**src/hw/rtl/dea_pkg.sv**
```systemverilog
// Shared types, constants and helper functions of the double-ended arena allocator.
package dea_pkg;

  // Pointer arithmetic width and region granule (a power of two).
  localparam int ADDR_BITS   = 32;
  localparam int REGION_LOG2 = 8;

  // Field widths of the request and result channels.
  localparam int FUNC_W   = 3;
  localparam int SIZE_W   = 32;
  localparam int ALIGN_W  = 4;
  localparam int MARK_W   = 32;
  localparam int OFFSET_W = 32;
  localparam int STATUS_W = 3;
  localparam int CFG_W    = 32;

  // Internal compare width: wide enough for a rounded-up pointer plus a size.
  localparam int EXT_W = ((ADDR_BITS > CFG_W) ? ADDR_BITS : CFG_W) + 2;

  typedef logic [ADDR_BITS-1:0] ptr_t;
  typedef logic [EXT_W-1:0]     ext_t;

  localparam ext_t ADDR_MAX_E  = (ext_t'(1) << ADDR_BITS) - ext_t'(1);
  localparam ext_t REGION_MASK = (ext_t'(1) << REGION_LOG2) - ext_t'(1);

  localparam logic [CFG_W-1:0] ARENA_RESET = 32'hC000_0000;

  // Request operation codes.
  localparam logic [FUNC_W-1:0] FN_PERM_ALLOC = 3'd0;
  localparam logic [FUNC_W-1:0] FN_SCR_ALLOC  = 3'd1;
  localparam logic [FUNC_W-1:0] FN_REWIND     = 3'd2;
  localparam logic [FUNC_W-1:0] FN_SCR_RESET  = 3'd3;
  localparam logic [FUNC_W-1:0] FN_READ_MARK  = 3'd4;
  localparam logic [FUNC_W-1:0] FN_CLEAR_ALL  = 3'd5;

  // Result status codes.
  localparam logic [STATUS_W-1:0] ST_OK         = 3'd0;
  localparam logic [STATUS_W-1:0] ST_PERM_OOM   = 3'd1;
  localparam logic [STATUS_W-1:0] ST_PERM_CROSS = 3'd2;
  localparam logic [STATUS_W-1:0] ST_SCR_OOM    = 3'd3;
  localparam logic [STATUS_W-1:0] ST_ALIGN_HIT  = 3'd4;
  localparam logic [STATUS_W-1:0] ST_BAD_CK     = 3'd5;
  localparam logic [STATUS_W-1:0] ST_PAST_LIVE  = 3'd6;

  // Pointer updates produced by one request.
  typedef struct packed {
    logic perm_we;
    ptr_t perm_nxt;
    logic scr_we;
    ptr_t scr_nxt;
  } dea_upd_t;

  // Arena size, saturated to the largest address.
  function automatic ext_t arena_size(input logic [CFG_W-1:0] bytes);
    ext_t b;
    b = ext_t'(bytes);
    return (b > ADDR_MAX_E) ? ADDR_MAX_E : b;
  endfunction

  function automatic ext_t region_down(input ext_t x);
    return x & ~REGION_MASK;
  endfunction

  function automatic ext_t region_up(input ext_t x);
    return (x + REGION_MASK) & ~REGION_MASK;
  endfunction

  localparam ptr_t SCRATCH_RESET = ptr_t'(region_down(arena_size(ARENA_RESET)));

endpackage

```
**src/hw/rtl/dea_calc.sv**
```systemverilog
// Single-pass evaluation of one allocator request against the current pointers.
module dea_calc import dea_pkg::*; (
  input  logic [FUNC_W-1:0]   func,
  input  logic [SIZE_W-1:0]   req_size,
  input  logic [ALIGN_W-1:0]  align_log2,
  input  logic [MARK_W-1:0]   mark,
  input  ptr_t                perm_end,
  input  ptr_t                scratch_top,
  input  logic [CFG_W-1:0]    arena_bytes,
  output logic [OFFSET_W-1:0] offset,
  output logic [STATUS_W-1:0] status,
  output dea_upd_t            upd
);

  ext_t al_mask;
  ext_t pe_e;
  ext_t st_e;
  ext_t arena_e;
  ext_t region_top;
  ext_t lim;
  ext_t perm_end_new;
  ext_t sz;
  ext_t scr_off;
  ext_t mark_e;
  ext_t res_off;

  always_comb begin
    al_mask      = (ext_t'(1) << align_log2) - ext_t'(1);
    pe_e         = ext_t'(perm_end);
    st_e         = ext_t'(scratch_top);
    arena_e      = arena_size(arena_bytes);
    region_top   = region_down(arena_e);
    // Permanent end rounded up to the alignment: the perm block start and the scratch floor.
    lim          = (pe_e + al_mask) & ~al_mask;
    perm_end_new = lim + ext_t'(req_size);
    sz           = (ext_t'(req_size) + al_mask) & ~al_mask;
    scr_off      = (st_e - sz) & ~al_mask;
    mark_e       = ext_t'(mark);

    res_off      = '0;
    status       = ST_OK;
    upd          = '{perm_we: 1'b0, perm_nxt: perm_end, scr_we: 1'b0, scr_nxt: scratch_top};

    case (func)
      FN_PERM_ALLOC: begin
        if (perm_end_new > arena_e) begin
          status = ST_PERM_OOM;
        end else if (region_up(perm_end_new) > st_e) begin
          status = ST_PERM_CROSS;
        end else begin
          upd.perm_we  = 1'b1;
          upd.perm_nxt = ptr_t'(perm_end_new);
          res_off      = lim;
        end
      end
      FN_SCR_ALLOC: begin
        if ((st_e < lim) || ((st_e - lim) < sz)) begin
          status = ST_SCR_OOM;
        end else if (scr_off < lim) begin
          status = ST_ALIGN_HIT;
        end else begin
          upd.scr_we  = 1'b1;
          upd.scr_nxt = ptr_t'(scr_off);
          res_off     = scr_off;
        end
      end
      FN_REWIND: begin
        if ((mark_e < region_up(pe_e)) || (mark_e > region_top)) begin
          status = ST_BAD_CK;
        end else if (mark_e < st_e) begin
          status = ST_PAST_LIVE;
        end else begin
          upd.scr_we  = 1'b1;
          upd.scr_nxt = ptr_t'(mark_e);
        end
      end
      FN_SCR_RESET: begin
        upd.scr_we  = 1'b1;
        upd.scr_nxt = ptr_t'(region_top);
      end
      FN_READ_MARK: begin
        res_off = st_e;
      end
      FN_CLEAR_ALL: begin
        upd.perm_we  = 1'b1;
        upd.perm_nxt = '0;
        upd.scr_we   = 1'b1;
        upd.scr_nxt  = ptr_t'(region_top);
      end
      default: begin
        // Unused operation codes leave everything as it is.
      end
    endcase

    offset = res_off[OFFSET_W-1:0];
  end

endmodule

```
**config.mk**
```make
export PLATFORM = sky130hd
export DESIGN_NAME = dea_calc
export DESIGN_NICKNAME = d
export VERILOG_FILES = /design/src/hw/rtl/dea_pkg.sv /design/src/hw/rtl/dea_calc.sv
export SDC_FILE = /design/constraint.sdc
export NUM_CORES = 1
export LEC_CHECK = 0
export BUFFER_PORTS_ARGS = -buffer_cell sky130_fd_sc_hd__buf_2
export CAP_MARGIN = 0
export CORE_MARGIN = 2
export CORE_UTILIZATION = 58
export DETAILED_ROUTE_END_ITERATION = 8
export PLACE_DENSITY_LB_ADDON = 0.3
export SYNTH_ARGS = -nofsm -noshare
export SYNTH_HDL_FRONTEND = slang
export SYNTH_SLANG_ARGS = --single-unit
```
**constraint.sdc**
```tcl
create_clock -name vclk -period 32.3
set_input_delay 4.845 -clock vclk [all_inputs]
set_output_delay 4.845 -clock vclk [all_outputs]
set_load 0.05 [all_outputs]
```
### Word level (Yosys, flattened, before mapping)

Cells that the tools add are included.
W data, S select, Z words.

| storage, ports and cells | value |
|---|---|
| output and inout bits | 101 |
| word-level logic and storage cells | 50 |
| flip-flop bits (word level) | 0 |
| bits of input ports | 167 |

| operators by class | value |
|---|---|
| muxes and demuxes | 20 |
| shift operators | 1 |
| reduce and logical (&&, ||, !) cells | 4 |
| bitwise gates (word level) | 4 |
| $add $sub $neg | 8 |
| magnitude comparators | 8 |
| eq/ne operators | 5 |

Operators by type and width:

| cell | count |
|---|---|
| $mux W33 | 6 |
| $mux W32 | 4 |
| $and A34 B34 Y34 | 3 |
| $pmux W33 S3 | 1 |
| $pmux W32 S3 | 1 |
| $add A32 B34 Y34 | 2 |
| $gt A34 B32 Y1 | 2 |
| $lt A34 B34 Y1 | 2 |
| $sub A32 B34 Y34 | 2 |
| $pmux W33 S2 | 1 |
| $add A34 B32 Y34 | 1 |
| $add A34 B8 Y34 const B | 1 |
| $lt A32 B34 Y1 | 1 |
| $not A34 Y34 | 1 |
| $shl A1 B4 Y34 const A | 1 |
| $sub A34 B1 Y34 const B | 1 |
| $add A32 B8 Y33 const B | 1 |
| $lt A32 B33 Y1 | 1 |
| $gt A32 B32 Y1 | 1 |
| $lt A32 B32 Y1 | 1 |
| $mux W3 | 4 |
| $pmux W3 S3 | 1 |
| $eq A3 B2 Y1 const B | 2 |
| $eq A3 B3 Y1 const B | 2 |
| 5 further kinds | 7 |

### Longest topological paths before layout

Gate-level depths: netlist of the first run.

| depth | value |
|---|---|
| word-level depth | 10 |
| mapped depth | 48 |
| depth with buffers taken out | 44 |

### Worst setup path before layout of the first run

Ideal clock, no wire load.

| path | value |
|---|---|
| path kind | in2out |
| start | input align_log2[3] |
| end | output upd[13] (netlist bit) |
| cell stages on the path | 33 |
| path slack | 13,672 ps |
| arrival | 13,783 ps |
| path buffers | 2 |
| cell sequence | nor4_1 inv_1 ha_1 clkbuf_1 xor2_1 ha_1 nand2_1 nand2_1 a2111oi_0 o21ai_0 xnor2_1 or2_2 ha_1 a211o_1 o311ai_0 a21oi_1 nor3_1 nor3b_1 o31ai_1 a21boi_0 nor3b_1 o21bai_1 xor2_1 ha_1 nand4_1 or2_2 o41ai_1 a211oi_1 nor2b_1 a21boi_1 clkbuf_1 a21oi_1 a211oi_1 |

RTL lines:

| item | RTL line | text |
|---|---|---|
| from (decl) | dea_calc.sv:5 | `input logic [ALIGN_W-1:0] align_log2,` |
| to (decl) | dea_calc.sv:12 | `output dea_upd_t upd` |

### Worst setup path in the final report of the first run

| path | value |
|---|---|
| start | input align_log2[3] |
| end | output offset[12] |

| on the way | value |
|---|---|
| word-level cells in the longest chain between the ends | 10 |

Ends and longest elaborated chain:

| item | RTL line | text |
|---|---|---|
| $shl A1 B4 Y34 * | dea_calc.sv:28 | `al_mask = (ext_t'(1) << align_log2) - ext_t'(1);` |
| $sub A34 B1 Y34 * | dea_calc.sv:28 |  |
| $add A32 B34 Y34, or another cell as far along | dea_calc.sv:34 | `lim = (pe_e + al_mask) & ~al_mask;` |
| $and A34 B34 Y34, on equally long branches | dea_calc.sv:34, dea_calc.sv:36 |  |
| $add A34 B32 Y34 / $sub A32 B34 Y34 (equally long branches) | dea_calc.sv:35, dea_calc.sv:37 |  |
| $add A34 B8 Y34 / $and A34 B34 Y34 (equally long branches) | dea_pkg.sv:65, dea_calc.sv:37 |  |
| $gt A34 B32 Y1 / $lt A34 B34 Y1 (equally long branches) | dea_calc.sv:48, dea_calc.sv:59 |  |
| $mux W32, on equally long branches | dea_calc.sv:48, dea_calc.sv:59 |  |
| $mux W32, on equally long branches | dea_calc.sv:46, dea_calc.sv:57 |  |
| $pmux W32 S3 * | dea_calc.sv:44 | `case (func)` |
| to (decl) | dea_calc.sv:10 | `output logic [OFFSET_W-1:0] offset,` |

Mark *: on every way between the ends. The rest lies on a longest branch, timed or not.

==> run summary, run 1 <==
hold path startpoint = func[2]
first-pass GRT wire length = 98.9 mm
sequential share of the synthesized area = 0%
core outline area = 27000 um2
Crit. End Element = output port
crit path to = offset[12]
Post-CTS Hold Fix Bufs = 0
class of the tightest hold or removal check = input port to output port
most common cell type on the critical path = sky130_fd_sc_hd__ha_1
via count of the first global-routing pass = 18200
clock buffer count in the final layout = 0
Yosys cell types = 93
share of Yosys cell area claimed by the top area cell type = 28.4%
per-cell routed wire length = 23.3 um
cell taking the most area after synthesis = sky130_fd_sc_hd__ha_1
Iter 0 DRT Violations = 2088
quantity of I/O buffers inserted on ports = 268
Peak supply drop = 0.0206 mV
total number of sequential cells = 0
final weighted congestion of routability-driven global placement = 1.05
remaining global-route overflow = 0
Antenna Violating Nets Remaining = 0
Max Clock Freq = 0.0474 GHz
kind of launch point of the worst setup path = input port
overall die area = 28800 um2
Hold Path Depth = 3
transition time at the pin with the least slew margin = 1.35 ns
Max stage delay cell, worst path = sky130_fd_sc_hd__and2_2
status = finished clean
maximum number of pins on one net before global-route repair = 45
die height = 170 um
final HPWL from detailed placement = 56.0 mm
number of placed I/O pins = 268
Filler Cell Count = 2505
critical path peak fanout = 44
P&R area growth vs syn = 10.9%
cell types occupying the most area after synthesis = sky130_fd_sc_hd__ha_1, sky130_fd_sc_hd__a21o_1, sky130_fd_sc_hd__a21oi_1, sky130_fd_sc_hd__xnor2_1, sky130_fd_sc_hd__inv_1
worst endpoint required time = 27.45 ns
final number of hold-violating endpoints = 0
Rel. slew slack = 9.31%
Pins Over Slew Limit = 0
Pwr Total = 0.770 mW
layout cells sized above 1 = 12.7%
overall track demand over capacity in global routing = 43.7%
antenna violations before repair = 6
max-capacitance violation count = 0
vias post-DR = 19500
Setup Viol. Count Final = 0
Chip Width = 170 um
total DRC errors in the routed layout = 0
Resized Gates After CTS = 0
data arrival at the endpoint of the critical path = 16.27 ns
setup repair after global routing missed its margin = no
number of nets at the end of the flow = 3021
count of warnings emitted by yosys = 0
per-cell via count in the routed design = 6.88
Final Cycle Share = 65.4%
instance count of the mapped netlist = 2234
Post-Route WL = 66.0 mm
combined area of all synthesized cells = 15900 um2
mean post-synth cell area = 7.13 um2
starting utilization of the core area = 59.1%
leakage power total = 9.11 nW
first drt pass iteration count = 6
power per unit of standard cell area = 43.6 nW/um2
minimum clock period = 21.12 ns
area taken by flip-flops and latches = 0 um2
Std-Cell Rows = 60
maximum single-stage delay on the critical path = 0.90 ns
Total Negative Setup Slacks = 0 ns
Post CTS Setup Buffer Count = 0
origin of the worst setup path = align_log2[3]
Crit Path Category = input port to output port
## power by group
| group | leakage (nW) | internal [mW] | switching, mW |
|---|---|---|---|
| Combinational | 9.11 | 0.282 | 0.488 |
| Sequential | 0 | 0 | 0 |
| Clock | 0.0000127 | 0.00000000828 | 0 |
| Total | 9.11 | 0.282 | 0.488 |
## cells in the final DEF (no fill, tap or decap), drive strengths merged, types with 11 or more instances in the layout
cell type  instances
a221o             23
and3              23
nand2            172
a21o             113
and2              37
conb              24
o211ai            21
nor2             128
o21bai            19
nand2b            37
xor2              67
or3               20
nor2b             26
inv              190
o31ai             21
nor3              66
a211oi            30
nand4             58
a211o             13
a22o              38
ha               361
o221ai            26
a21oi            170
a31oi             20
nand3             62
buf              276
o21a              33
xnor2             92
o21ai            132
a22oi             15
nor4              16
and4              11
a21boi            13
## worst max-delay path, delay by kind of cell
| family | cells | cell delay (ns) |
|---|---|---|
| compound gates | 14 | 4.75 |
| simple gates | 9 | 2.82 |
| xor+xnor | 4 | 1.46 |
| buf+inv | 5 | 0.95 |
| fa+ha+maj | 4 | 1.40 |
## metrics by stage
stage	utilization (%)	cells	setup WS (ns)	hold WS, ns	instance area, um2
after global routing	65.5	2828	10.61	10.17	17700
after floorplan	-	2256	13.67	9.86	16000
after global placement	65.5	2827	11.66	10.13	17700
after detailed placement	65.5	2827	11.62	10.14	17700
after CTS	65.5	2827	11.55	10.14	17700
final	65.5	2829	11.18	10.15	17700
## area by class of cell
| class | count | area, um2 | share of cell area [%] |
|---|---|---|---|
| multi-input cells | 2020 | 15100 | 85.6 |
| repair buffers | 276 | 1400 | 7.94 |
| inverters | 190 | 713 | 4.04 |
| diodes | 2 | 5.00 | 0.0283 |
| well taps | 341 | 427 | 2.42 |
## per-layer routing
layer / GRT usage, % / wire length [um] / up-vias
met2: 73.6 / 29100 / 1262
met1: 49.6 / 24200 / 8812
met5: 0 / 59 / -
li1: - / - / 8997
met3: 5.74 / 5980 / 388
met4: 35.0 / 6660 / 8
## Yosys cell counts, drive strengths merged (23+ instances only)
cell	number
nor2	128
ha	361
o21a	33
xnor2	92
nand2	172
nor2b	26
nand4	58
a22o	38
a211oi	30
and3	23
o221ai	26
o21ai	132
a21oi	170
a221o	23
nand3	62
clkbuf	32
and2	37
a21o	113
nand2b	37
xor2	67
inv	190
nor3	66
## worst min-delay path by stage
| stage | end | slack, ns |
|---|---|---|
| final | status[0] | 10.15 |
| after global routing | status[0] | 10.17 |
| after CTS | status[0] | 10.14 |
| after detailed placement | status[0] | 10.14 |
| after global placement | status[0] | 10.13 |
| after floorplan | status[0] | 9.86 |
## kinds of logic (layout without fill, tap and decap cells)
group                      count (synthesis)  after routing  synth area share [%]
and+or+nand+nor                          702            702                  22.8
AOI/OAI and AO/OA                        768            768                  33.5
muxes                                      1              1                0.0707
buffers and inverters                    236            466                  5.71
xor gates and xnor gates                 159            159                  8.89
other                                      2             26                0.0472
adders and majority gates                366            366                  29.0
Power figures use the tool's default switching activity.
==> run 2: changes to the inputs <==
clock period = 21.5 ns   (was 32.3 ns; I/O delays follow)
==> run 2 against run 1 <==
  * Die area is the same
  * Clock-buffer cell count is the same
  * Sequential cell count did not move
  * Wire length shrank 1.5%
  * Largest cell class unchanged
  * Combinational power grew 49%
  * Sequential share of layout area unchanged
  * Via count is 0.48% lower
  * First-iteration DRC count shrank 4.1%
==> run summary, run 2 (synthesis gave the netlist of run 1 again) <==
Final Cycle Share = 81.6%
overall track demand over capacity in global routing = 42.7% (-0.98 points)
area post-placement = 17700 um2 (about the same)
cell area after layout = 17700 um2 (about the same)
leakage power total = 9.12 nW (about the same)
transition time at the pin with the least slew margin = 1.29 ns (-0.0585 ns)
die height = 170 um (unchanged)
combined area of the multi-input logic cells = 15100 um2 (unchanged)
power per unit of standard cell area = 65.0 nW/um2 (+49%)
final HPWL from detailed placement = 55.3 mm (-1.3%)
Post CTS Setup Buffer Count = 0 (unchanged)
Resized Gates After CTS = 0 (unchanged)
final number of hold-violating endpoints = 0 (unchanged)
minimum clock period = 17.54 ns
status = finished clean
remaining global-route overflow = 0 (unchanged)
max-capacitance violation count = 0 (unchanged)
maximum number of pins on one net before global-route repair = 45 (unchanged)
via count of the first global-routing pass = 17800 (-2.3%)
maximum single-stage delay on the critical path = 0.90 ns (about the same)
Hold Worst Slack = 6.91 ns (-3.24 ns)
Post-Route WL = 65.0 mm (-1.5%)
Max stage delay cell, worst path = sky130_fd_sc_hd__a2111oi_0
Std-Cell Rows = 60 (unchanged)
Antenna Violating Nets Remaining = 0 (unchanged)
core outline area = 27000 um2 (unchanged)
data arrival at the endpoint of the critical path = 14.31 ns (-1.96 ns)
Max Clock Freq = 0.0570 GHz
starting utilization of the core area = 59.1% (unchanged)
total number of sequential cells = 0 (unchanged)
Rel. slew slack = 13.2% (+3.9 points)
Placed Cells = 2828 (+0.035%)
total DRC errors in the routed layout = 0 (unchanged)
first drt pass iteration count = 8 (+2)
utilization of the core after routing = 65.6% (about the same)
commonest cells after routing, fill and taps aside = sky130_fd_sc_hd__ha_1, sky130_fd_sc_hd__buf_2, sky130_fd_sc_hd__inv_1
Total Negative Setup Slacks = 0 ns (unchanged)
quantity of I/O buffers inserted on ports = 268 (unchanged)
P&R area growth vs syn = 11.0% (about the same)
Setup Viol. Count Final = 0 (unchanged)
most frequent standard cell in the layout excluding fill and tap cells = sky130_fd_sc_hd__ha_1
per-cell via count in the routed design = 6.84 (-0.59%)
Iter 0 DRT Violations = 2002 (-4.1%)
Filler Cell Count = 2550 (+1.8%)
Buf+Inv Stages, Crit Path = 5 (unchanged)
fin cells = 2832 (+0.11%)
critical path peak fanout = 44 (unchanged)
Pins Over Slew Limit = 0 (unchanged)
clock buffer count in the final layout = 0 (unchanged)
per-cell routed wire length = 22.9 um (-1.6%)
number of placed I/O pins = 268 (unchanged)
antenna violations before repair = 5 (-1)
area taken by flip-flops and latches = 0 um2 (unchanged)
vias post-DR = 19400 (-0.48%)
most common cell type on the critical path = sky130_fd_sc_hd__ha_1
Placement Setup Slack = 4.41 ns (-7.21 ns)
Chip Width = 170 um (unchanged)
number of nets at the end of the flow = 3022 (+0.033%)
class of the tightest hold or removal check = input port to output port
Post-CTS Hold Fix Bufs = 0 (unchanged)
final weighted congestion of routability-driven global placement = 1.09 (+3.6%)
setup repair after global routing missed its margin = no
Crit Path Category = input port to output port
first-pass GRT wire length = 96.6 mm (-2.4%)
Pwr Total = 1.15 mW (+49%)
worst endpoint required time = 18.27 ns (-9.18 ns)
kind of launch point of the worst setup path = input port
layout cells sized above 1 = 12.7% (+0.035 points)
overall die area = 28800 um2 (unchanged)
Crit. End Element = output port
cell family with the largest share of critical-path delay = compound AO/OA/AOI/OAI gates
Peak supply drop = 0.0268 mV (+30%)
Final Worst Setup Slack = 3.96 ns (-7.22 ns)
## run 2: cell types whose count changed in the layout (fill, tap and decap cells not counted)
cell                      before  now
sky130_fd_sc_hd__buf_4         8    9
sky130_fd_sc_hd__diode_2       2    4
## run 2: path summary, 6_finish.rpt
kind / from / end / cells after the start
setup / recovery: align_log2[3] / offset[12] / 38
hold / removal: func[2] / status[0] / 3
## run 2: cell type report
type | instances | area share (%)
Timing Repair Buffer | 277 | 7.97
Multi-Input combinational cell | 2020 | 85.5
Tap cell | 341 | 2.41
Inverter | 190 | 4.04
Antenna cell | 4 | 0.0566
## run 2: per-layer routing
layer  track usage, %  routed length [um]  part of all wire, %  vias up
met5                0                  16                0.025        -
met4             37.2                6580                   10        2
met3             5.39                5280                  8.1      343
met2             70.8               28600                   44     1155
met1             48.4               24500                   38     8894
li1                 -                   -                    -     8979
## run 2: report_power, final
group / switching [mW] / total (mW) / internal [mW]
registers: 0 / 0 / 0
clock network: 0 / 0.0000000249 / 0.0000000249
logic: 0.727 / 1.15 / 0.422
total: 0.727 / 1.15 / 0.422
